### src/hw/rtl/gdw_pkg.sv
// Shared types and constants for the grid line cell walker.
// No dependencies; imported by gdw_step and grid_line_cell_walker.
package gdw_pkg;

    localparam int MAX_DIM   = 64;
    localparam int DIM_W     = $clog2(MAX_DIM + 1);        // grid register width
    localparam int DELTA_W   = $clog2(MAX_DIM);            // |delta| and coordinate in grid
    localparam int ERR_W     = DELTA_W + 1;                // error term plus minor delta
    localparam int STEP_W    = DIM_W + 1;                  // signed step, +-width
    localparam int OFF_W     = $clog2(MAX_DIM * MAX_DIM);  // cell offset
    localparam int OFFS_W    = OFF_W + 1;                  // signed running offset
    localparam int COORD_W   = 8;
    localparam int CFG_IDX_W = 2;

    typedef enum logic [CFG_IDX_W-1:0] {
        CFG_GRID_WIDTH  = 2'd0,
        CFG_GRID_HEIGHT = 2'd1
    } t_cfg_idx;

    typedef enum logic [4:0] {
        S_IDLE   = 5'b00001,
        S_SETUP  = 5'b00010,
        S_ENDOFF = 5'b00100,
        S_WALK   = 5'b01000,
        S_LAST   = 5'b10000
    } t_state;

    // Line parameters fixed for the whole walk
    typedef struct packed {
        logic        [DELTA_W-1:0] major;
        logic        [DELTA_W-1:0] minor;
        logic signed [STEP_W-1:0]  step_a;
        logic signed [STEP_W-1:0]  step_b;
    } t_line;

    // Walk position, advanced one cell per step
    typedef struct packed {
        logic signed [OFFS_W-1:0] offset;
        logic        [ERR_W-1:0]  err;
    } t_walk;

endpackage

### src/hw/rtl/gdw_step.sv
// Bresenham step unit: advance the walk position by one cell.
// Depends on gdw_pkg.
module gdw_step
    import gdw_pkg::*;
(
    input  t_line i_line,
    input  t_walk i_cur,
    output t_walk o_nxt
);

    logic [ERR_W-1:0]         err_sum;
    logic                     take_b;
    logic signed [OFFS_W-1:0] step_a_x;
    logic signed [OFFS_W-1:0] step_b_x;

    always_comb begin
        // err stays below major, so err plus minor fits ERR_W bits
        err_sum  = i_cur.err + {1'b0, i_line.minor};
        take_b   = (err_sum >= {1'b0, i_line.major});
        step_a_x = {{(OFFS_W-STEP_W){i_line.step_a[STEP_W-1]}}, i_line.step_a};
        step_b_x = {{(OFFS_W-STEP_W){i_line.step_b[STEP_W-1]}}, i_line.step_b};
        o_nxt.err    = take_b ? (err_sum - {1'b0, i_line.major}) : err_sum;
        o_nxt.offset = i_cur.offset + step_a_x + (take_b ? step_b_x : '0);
    end

endmodule

### src/hw/rtl/grid_line_cell_walker.sv
// Grid line cell walker: walks a line between two grid cells on linear offsets.
// Depends on gdw_pkg and gdw_step.
//
// Sequence: S_SETUP and S_ENDOFF, then S_WALK emits one word per walk cycle
// from the step unit while the output is free, then S_LAST the end word; a
// request off the grid returns from S_SETUP to idle, where the next is taken.
// Reset (synchronous, active low): sequencer idle, output empty, width and
// height back to 64.
module grid_line_cell_walker
    import gdw_pkg::*;
(
    input  logic                       i_clk,
    input  logic                       i_rst_n,
    // line request channel
    input  logic                       i_in_valid,
    output logic                       o_in_ready,
    input  logic signed [COORD_W-1:0]  i_start_x,
    input  logic signed [COORD_W-1:0]  i_start_y,
    input  logic signed [COORD_W-1:0]  i_end_x,
    input  logic signed [COORD_W-1:0]  i_end_y,
    // cell result channel
    output logic                       o_out_valid,
    input  logic                       i_out_ready,
    output logic [OFF_W-1:0]           o_cell_offset,
    output logic                       o_mark,
    output logic                       o_last,
    // configuration write channel
    input  logic                       i_cfg_valid,
    output logic                       o_cfg_ready,
    input  logic [CFG_IDX_W-1:0]       i_cfg_index,
    input  logic [DIM_W-1:0]           i_cfg_data
);

    // Coordinate lies in [0, dim)
    function automatic logic in_range(input logic signed [COORD_W-1:0] c,
                                      input logic [DIM_W-1:0] dim);
        logic ok;
        ok = !c[COORD_W-1] && (c[COORD_W-2:0] < dim);
        return ok;
    endfunction

    t_state r_state, n_state;

    logic [DIM_W-1:0] r_grid_width;
    logic [DIM_W-1:0] r_grid_height;

    // captured request
    logic signed [COORD_W-1:0] r_x0, r_y0, r_x1, r_y1;

    t_line              r_line;
    t_walk              r_walk;
    logic [DELTA_W-1:0] r_cnt;
    logic [OFF_W-1:0]   r_end_off;

    // output register
    logic             r_out_valid;
    logic [OFF_W-1:0] r_out_off;
    logic             r_out_mark;
    logic             r_out_last;

    logic [DIM_W-1:0]           w_eff, h_eff;
    logic                       ends_ok;
    logic signed [COORD_W:0]    dx, dy;
    logic [DELTA_W-1:0]         adx, ady;
    logic signed [STEP_W-1:0]   sdx, sdy;
    t_line                      line_c;
    logic [DELTA_W-1:0]         cnt_c;
    logic signed [COORD_W-1:0]  mul_x, mul_y;
    logic [OFF_W:0]             mul_sum;
    logic [OFF_W-1:0]           mul_off;
    t_walk                      walk_nxt;
    logic                       out_free;
    logic                       accept_in;

    assign o_in_ready  = (r_state == S_IDLE);
    assign o_cfg_ready = 1'b1;
    assign accept_in   = i_in_valid && o_in_ready;
    assign out_free    = !r_out_valid || i_out_ready;

    assign o_out_valid   = r_out_valid;
    assign o_cell_offset = r_out_off;
    assign o_mark        = r_out_mark;
    assign o_last        = r_out_last;

    // Setup arithmetic: saturate the grid, check both ends, pick the major axis
    always_comb begin
        w_eff = (r_grid_width  > DIM_W'(MAX_DIM)) ? DIM_W'(MAX_DIM) : r_grid_width;
        h_eff = (r_grid_height > DIM_W'(MAX_DIM)) ? DIM_W'(MAX_DIM) : r_grid_height;
        ends_ok = in_range(r_x0, w_eff) && in_range(r_y0, h_eff) &&
                  in_range(r_x1, w_eff) && in_range(r_y1, h_eff);

        dx  = {r_x1[COORD_W-1], r_x1} - {r_x0[COORD_W-1], r_x0};
        dy  = {r_y1[COORD_W-1], r_y1} - {r_y0[COORD_W-1], r_y0};
        adx = dx[COORD_W] ? DELTA_W'(-dx) : DELTA_W'(dx);
        ady = dy[COORD_W] ? DELTA_W'(-dy) : DELTA_W'(dy);

        if (dx == '0)           sdx = '0;
        else if (dx[COORD_W])   sdx = -STEP_W'(1);
        else                    sdx = STEP_W'(1);

        if (dy == '0)           sdy = '0;
        else if (dy[COORD_W])   sdy = -$signed({1'b0, w_eff});
        else                    sdy = $signed({1'b0, w_eff});

        if (adx >= ady) begin
            line_c.major  = adx;
            line_c.minor  = ady;
            line_c.step_a = sdx;
            line_c.step_b = sdy;
        end else begin
            line_c.major  = ady;
            line_c.minor  = adx;
            line_c.step_a = sdy;
            line_c.step_b = sdx;
        end
        // free-walk step count max(major-1, 0)
        cnt_c = (line_c.major == '0) ? '0 : line_c.major - DELTA_W'(1);
    end

    // Offset unit, shared by start (setup) and end (next cycle): row * width + col.
    // Results are used only once both ends are known to be in the grid.
    always_comb begin
        mul_x   = (r_state == S_SETUP) ? r_x0 : r_x1;
        mul_y   = (r_state == S_SETUP) ? r_y0 : r_y1;
        mul_sum = (OFF_W+1)'(mul_y[DELTA_W-1:0]) * (OFF_W+1)'(w_eff) +
                  (OFF_W+1)'(mul_x[DELTA_W-1:0]);
        mul_off = mul_sum[OFF_W-1:0];
    end

    gdw_step u_step (
        .i_line (r_line),
        .i_cur  (r_walk),
        .o_nxt  (walk_nxt)
    );

    // Sequencer
    always_comb begin
        n_state = r_state;
        unique case (r_state)
            S_IDLE:   if (accept_in) n_state = S_SETUP;
            S_SETUP:  n_state = ends_ok ? S_ENDOFF : S_IDLE;
            S_ENDOFF: n_state = S_WALK;
            S_WALK:   if (out_free && r_cnt == '0) n_state = S_LAST;
            S_LAST:   if (out_free) n_state = S_IDLE;
            default:  n_state = S_IDLE;
        endcase
    end

    always_ff @(posedge i_clk) begin
        if (!i_rst_n) begin
            r_state       <= S_IDLE;
            r_out_valid   <= 1'b0;
            r_grid_width  <= DIM_W'(MAX_DIM);
            r_grid_height <= DIM_W'(MAX_DIM);
        end else begin
            r_state <= n_state;

            if (i_cfg_valid && o_cfg_ready) begin
                unique case (i_cfg_index)
                    CFG_GRID_WIDTH:  r_grid_width  <= i_cfg_data;
                    CFG_GRID_HEIGHT: r_grid_height <= i_cfg_data;
                    default: ;  // drop writes to unknown registers
                endcase
            end

            // output register: load on a walk or end word, else drain on ready
            if (out_free && (r_state == S_WALK || r_state == S_LAST))
                r_out_valid <= 1'b1;
            else if (i_out_ready)
                r_out_valid <= 1'b0;
        end
    end

    // Datapath registers, no reset needed
    always_ff @(posedge i_clk) begin
        if (accept_in) begin
            r_x0 <= i_start_x;
            r_y0 <= i_start_y;
            r_x1 <= i_end_x;
            r_y1 <= i_end_y;
        end

        if (r_state == S_SETUP) begin
            r_line        <= line_c;
            r_cnt         <= cnt_c;
            r_walk.offset <= $signed({1'b0, mul_off});
            r_walk.err    <= {1'b0, line_c.major >> 1};
        end

        if (r_state == S_ENDOFF)
            r_end_off <= mul_off;

        // emit current cell free, then advance unless this was the last free cell
        if (r_state == S_WALK && out_free) begin
            r_out_off  <= r_walk.offset[OFF_W-1:0];
            r_out_mark <= 1'b0;
            r_out_last <= 1'b0;
            if (r_cnt != '0) begin
                r_walk <= walk_nxt;
                r_cnt  <= r_cnt - DELTA_W'(1);
            end
        end

        // end cell marked occupied, final word of the line
        if (r_state == S_LAST && out_free) begin
            r_out_off  <= r_end_off;
            r_out_mark <= 1'b1;
            r_out_last <= 1'b1;
        end
    end

endmodule

### config.mk
export PLATFORM = sky130hd
export DESIGN_NAME = grid_line_cell_walker
export DESIGN_NICKNAME = d
export VERILOG_FILES = /design/src/hw/rtl/gdw_pkg.sv /design/src/hw/rtl/gdw_step.sv /design/src/hw/rtl/grid_line_cell_walker.sv
export SDC_FILE = /design/constraint.sdc
export NUM_CORES = 1
export LEC_CHECK = 0
export BUFFER_PORTS_ARGS = -buffer_cell sky130_fd_sc_hd__buf_2
export CAP_MARGIN = 5
export CORE_MARGIN = 1.5
export CORE_UTILIZATION = 56
export CTS_CLUSTER_DIAMETER = 80
export DETAILED_ROUTE_END_ITERATION = 8
export PLACE_DENSITY = 0.76
export SYNTH_ARGS = -nofsm -noshare
export SYNTH_HDL_FRONTEND = slang
export SYNTH_SLANG_ARGS = --single-unit
### constraint.sdc
create_clock -name i_clk -period 5.6 [get_ports i_clk]
set_input_delay 0.84 -clock i_clk [delete_from_list [all_inputs] [get_ports i_clk]]
set_output_delay 0.84 -clock i_clk [all_outputs]
set_load 0.005 [all_outputs]
==> impl_metrics.tcl <==
set metrics [dict create \
    status "complete, no violations" \
    startpoint "r_state[3]$_SDFFE_PN0P_" \
    power_density_mw_per_mm2 427 \
    grt_max_degree 56 \
    synth_nets 1172 \
    path_buf_inv 4 \
    synthFlopType "edfxtp_1" \
    hold_violations 0 \
    slew_headroom_pct 24.9 \
    remaining_drc_errors 0 \
    slowest_delay_ps 550 \
    hp-start "o_last$_SDFFE_PP1P_" \
    synth_compound_area_share_pct 12.5 \
    place_hpwl_mm 16.4 \
    syn_area_mm2 0.00967 \
    clk_pin_slew_ps 60 \
    max_freq_mhz 188 \
    synthMuxAreaShare_pct 4.94 \
    holdWs_ps 468 \
    synth-xor-area-share_pct 5.12 \
    antenna_found_initial 0 \
    worstPathRequired_ps 5940 \
    die_h_um 134 \
    place.gp.congestion 0.946 \
    irDropWorstVdd_mv 0.252 \
    cellLeakagePower_nw 4.71 \
    ys_warn_count 0 \
    insertion_delay_ps 420 \
    viasPerCell 5.67 \
    dr.pass1.iters 5 \
    grt_usage_pct 24.9 \
    worst-setup-path-type "reg2reg" \
    ioPinCount 63 \
    fin_nets 1247 \
    cts_buffers 17 \
    overflow 0 \
    ys_seq_elements 130 \
    clock_skew_ps 8.46 \
    die_w_um 134 \
    synth_cells 984 \
    async_reset_ff_share_pct 0 \
    drv_slew 0 \
    maxCapViolations 0 \
    final_core_util_pct 64.9 \
    io_buffers 61 \
    cts_root_buffer "clkbuf_16" \
    synth.avg_cell_area_um2 9.83 \
    ys_seq_area_share_pct 35.6 \
    fp.dieArea_mm2 0.0181 \
    grt_pass1_vias 7338 \
    grt_pass1_wl_mm 35.1 \
    drt-total-wl_mm 21.1 \
    r2r_start "r_state[3]$_SDFFE_PN0P_" \
    cp-start-kind "flop" \
    rows 47 \
    ys_types 75 \
    path_cells "nor3_1, nand3b_1, inv_2, mux2i_1, or2_2, fa_1, fa_1, inv_1, fa_1, inv_1, fa_1, inv_1, ha_1, nor2b_1, o21a_1, nor4_2, o41ai_2, xnor2_1, nand2_1, a22oi_1" \
    cp.arrival_ps 5650 \
    yosys.area_share.simple_pct 15.5 \
    synth_edf_count 84 \
    drive_gt1_share_pct 14.1 \
    synth_top_family_by_area "adder cells" \
    vias 7320 \
    final_antenna_net_count 0 \
    wl_per_cell_um 16.3 \
    crit_fanout 6 \
    cts_tree "yes" \
    antennaDiodeCount 0 \
    cpLargestDelayFamily "adder cells" \
    slowest_stage "fa_1" \
    hold_path.class "reg2reg" \
    fin_tns_setup_ps 0 \
    crit_top_cell "fa_1" \
    min_period_ps 5310 \
    core_mm2 0.0167 \
    initial_core_util_pct 57.9 \
    ctsLongestPathBuffers 2 \
    area_growth_pct 12.1 \
    setup_viol 0 \
    cts.sinks 130 \
    drt_iter0_markers 462 \
    worstMarginPinSlew_ps 1120 \
    period_share_pct 94.8 \
    htreeDepth 4 \
    synth_fa_ha_area_share_pct 21.4 \
    worst_setup_path_end_kind "flop" \
]
==> report_power, final <==
| group | switching (mW) | internal (mW) |
|---|---|---|
| combinational | 1.31 | 1.01 |
| sequential | 0.102 | 1.21 |
| clock | 0.426 | 0.574 |
| total | 1.83 | 2.80 |
==> repair_timing <==
item                                    in CTS  in global routing
endpoints found under the setup margin       0                  3
buffers inserted                             0                  0
resized for setup                            0                  3
endpoints found under the hold margin        0                  0
hold buffers                                 0                  0
==> routing by layer <==
metal | GRT usage (%) | routed length [um] | vias up
li1 | - | - | 3607
met1 | 32.9 | 9650 | 3477
met2 | 41.3 | 9940 | 200
met3 | 3.89 | 948 | 36
met4 | 9.32 | 531 | 0
met5 | 0 | 0 | -
==> worst reg2reg max path: stages, from the launching register on <==
cell and delay [ps]:
dfxtp_1 340, nor3_1 280, nand3b_1 220, inv_2 210, mux2i_1 120, or2_2 320, fa_1 490, fa_1 550
inv_1 60, fa_1 530, inv_1 50, fa_1 520, inv_1 40, ha_1 320, nor2b_1 150, o21a_1 190
nor4_2 240, o41ai_2 140, xnor2_1 210, nand2_1 90, a22oi_1 170
==> area by class of cell <==
class | count | area [um2]
multi-input cells | 735 | 5780
well taps | 220 | 275
fillers | 1358 | 5860
clock buffers | 19 | 443
flip-flops and latches | 130 | 3440
repair buffers | 82 | 463
clock inverters | 13 | 87.6
inverters | 93 | 349
==> stage by stage <==
step | cell area [um2] | std cells | power [mW] | setup WS (ps)
floorplan | 9670 | 984 | 3.10 | 14.4
CTS | 10800 | 1292 | 4.63 | 236
detailed placement | 10300 | 1260 | 3.61 | 247
global route | 10800 | 1292 | 5.00 | -0.445
finish | 10800 | 1292 | 4.63 | 290
global placement | 10300 | 1260 | 3.55 | 476
==> layout by cell type, fill, tap and decap left out, types with 18 or more instances in the layout <==
| cell type | count |
|---|---|
| a21oi_1 | 44 |
| buf_2 | 61 |
| buf_4 | 21 |
| dfxtp_1 | 46 |
| edfxtp_1 | 84 |
| fa_1 | 39 |
| ha_1 | 103 |
| inv_1 | 89 |
| mux2i_1 | 32 |
| nand2_1 | 84 |
| nor2_1 | 88 |
| nor2b_1 | 34 |
| o21ai_0 | 50 |
| xnor2_1 | 33 |
| xor2_1 | 18 |
==> cells by family (layout without fill, tap and decap cells) <==
logic type | Yosys count | count (layout)
flip-flops | 130 | 130
buffers and inverters | 119 | 207
multiplexers | 46 | 46
XOR/XNOR | 54 | 54
adder cells (fa/ha/maj) | 142 | 142
AO/OA/AOI/OAI | 184 | 184
other | 1 | 1
AND/OR/NAND/NOR | 308 | 308
==> path summary, 6_finish.rpt <==
path,to,slack (ps),cells after the start
max,r_walk[18]$_DFF_P_,290,20
min,o_last$_SDFFE_PP1P_,470,2
max reg2reg,r_walk[18]$_DFF_P_,290,20
min reg2reg,o_last$_SDFFE_PP1P_,470,2
==> synth_stat cells (32+ instances only) <==
cell type	count	share of area, %
xnor2_1	33	3.0
inv_1	89	3.5
edfxtp_1	84	26
mux2i_1	32	3.3
fa_1	39	8.1
a21oi_1	44	2.3
nor2b_1	34	2.2
ha_1	103	13
dfxtp_1	46	9.5
o21ai_0	50	2.6
nor2_1	88	3.4
nand2_1	84	3.3
==> registers in the layout (all words and copies together), names as in the netlist <==
register,flops
r_grid_width,7
r_walk,19
r_y0,8
r_cnt,6
r_state,5
r_grid_height,7
o_cell_offset,12
o_last,1
r_y1,8
r_line,28
r_x1,8
o_out_valid,1
r_x0,8
r_end_off,12
No activity file was read; power rests on OpenSTA's default activity.
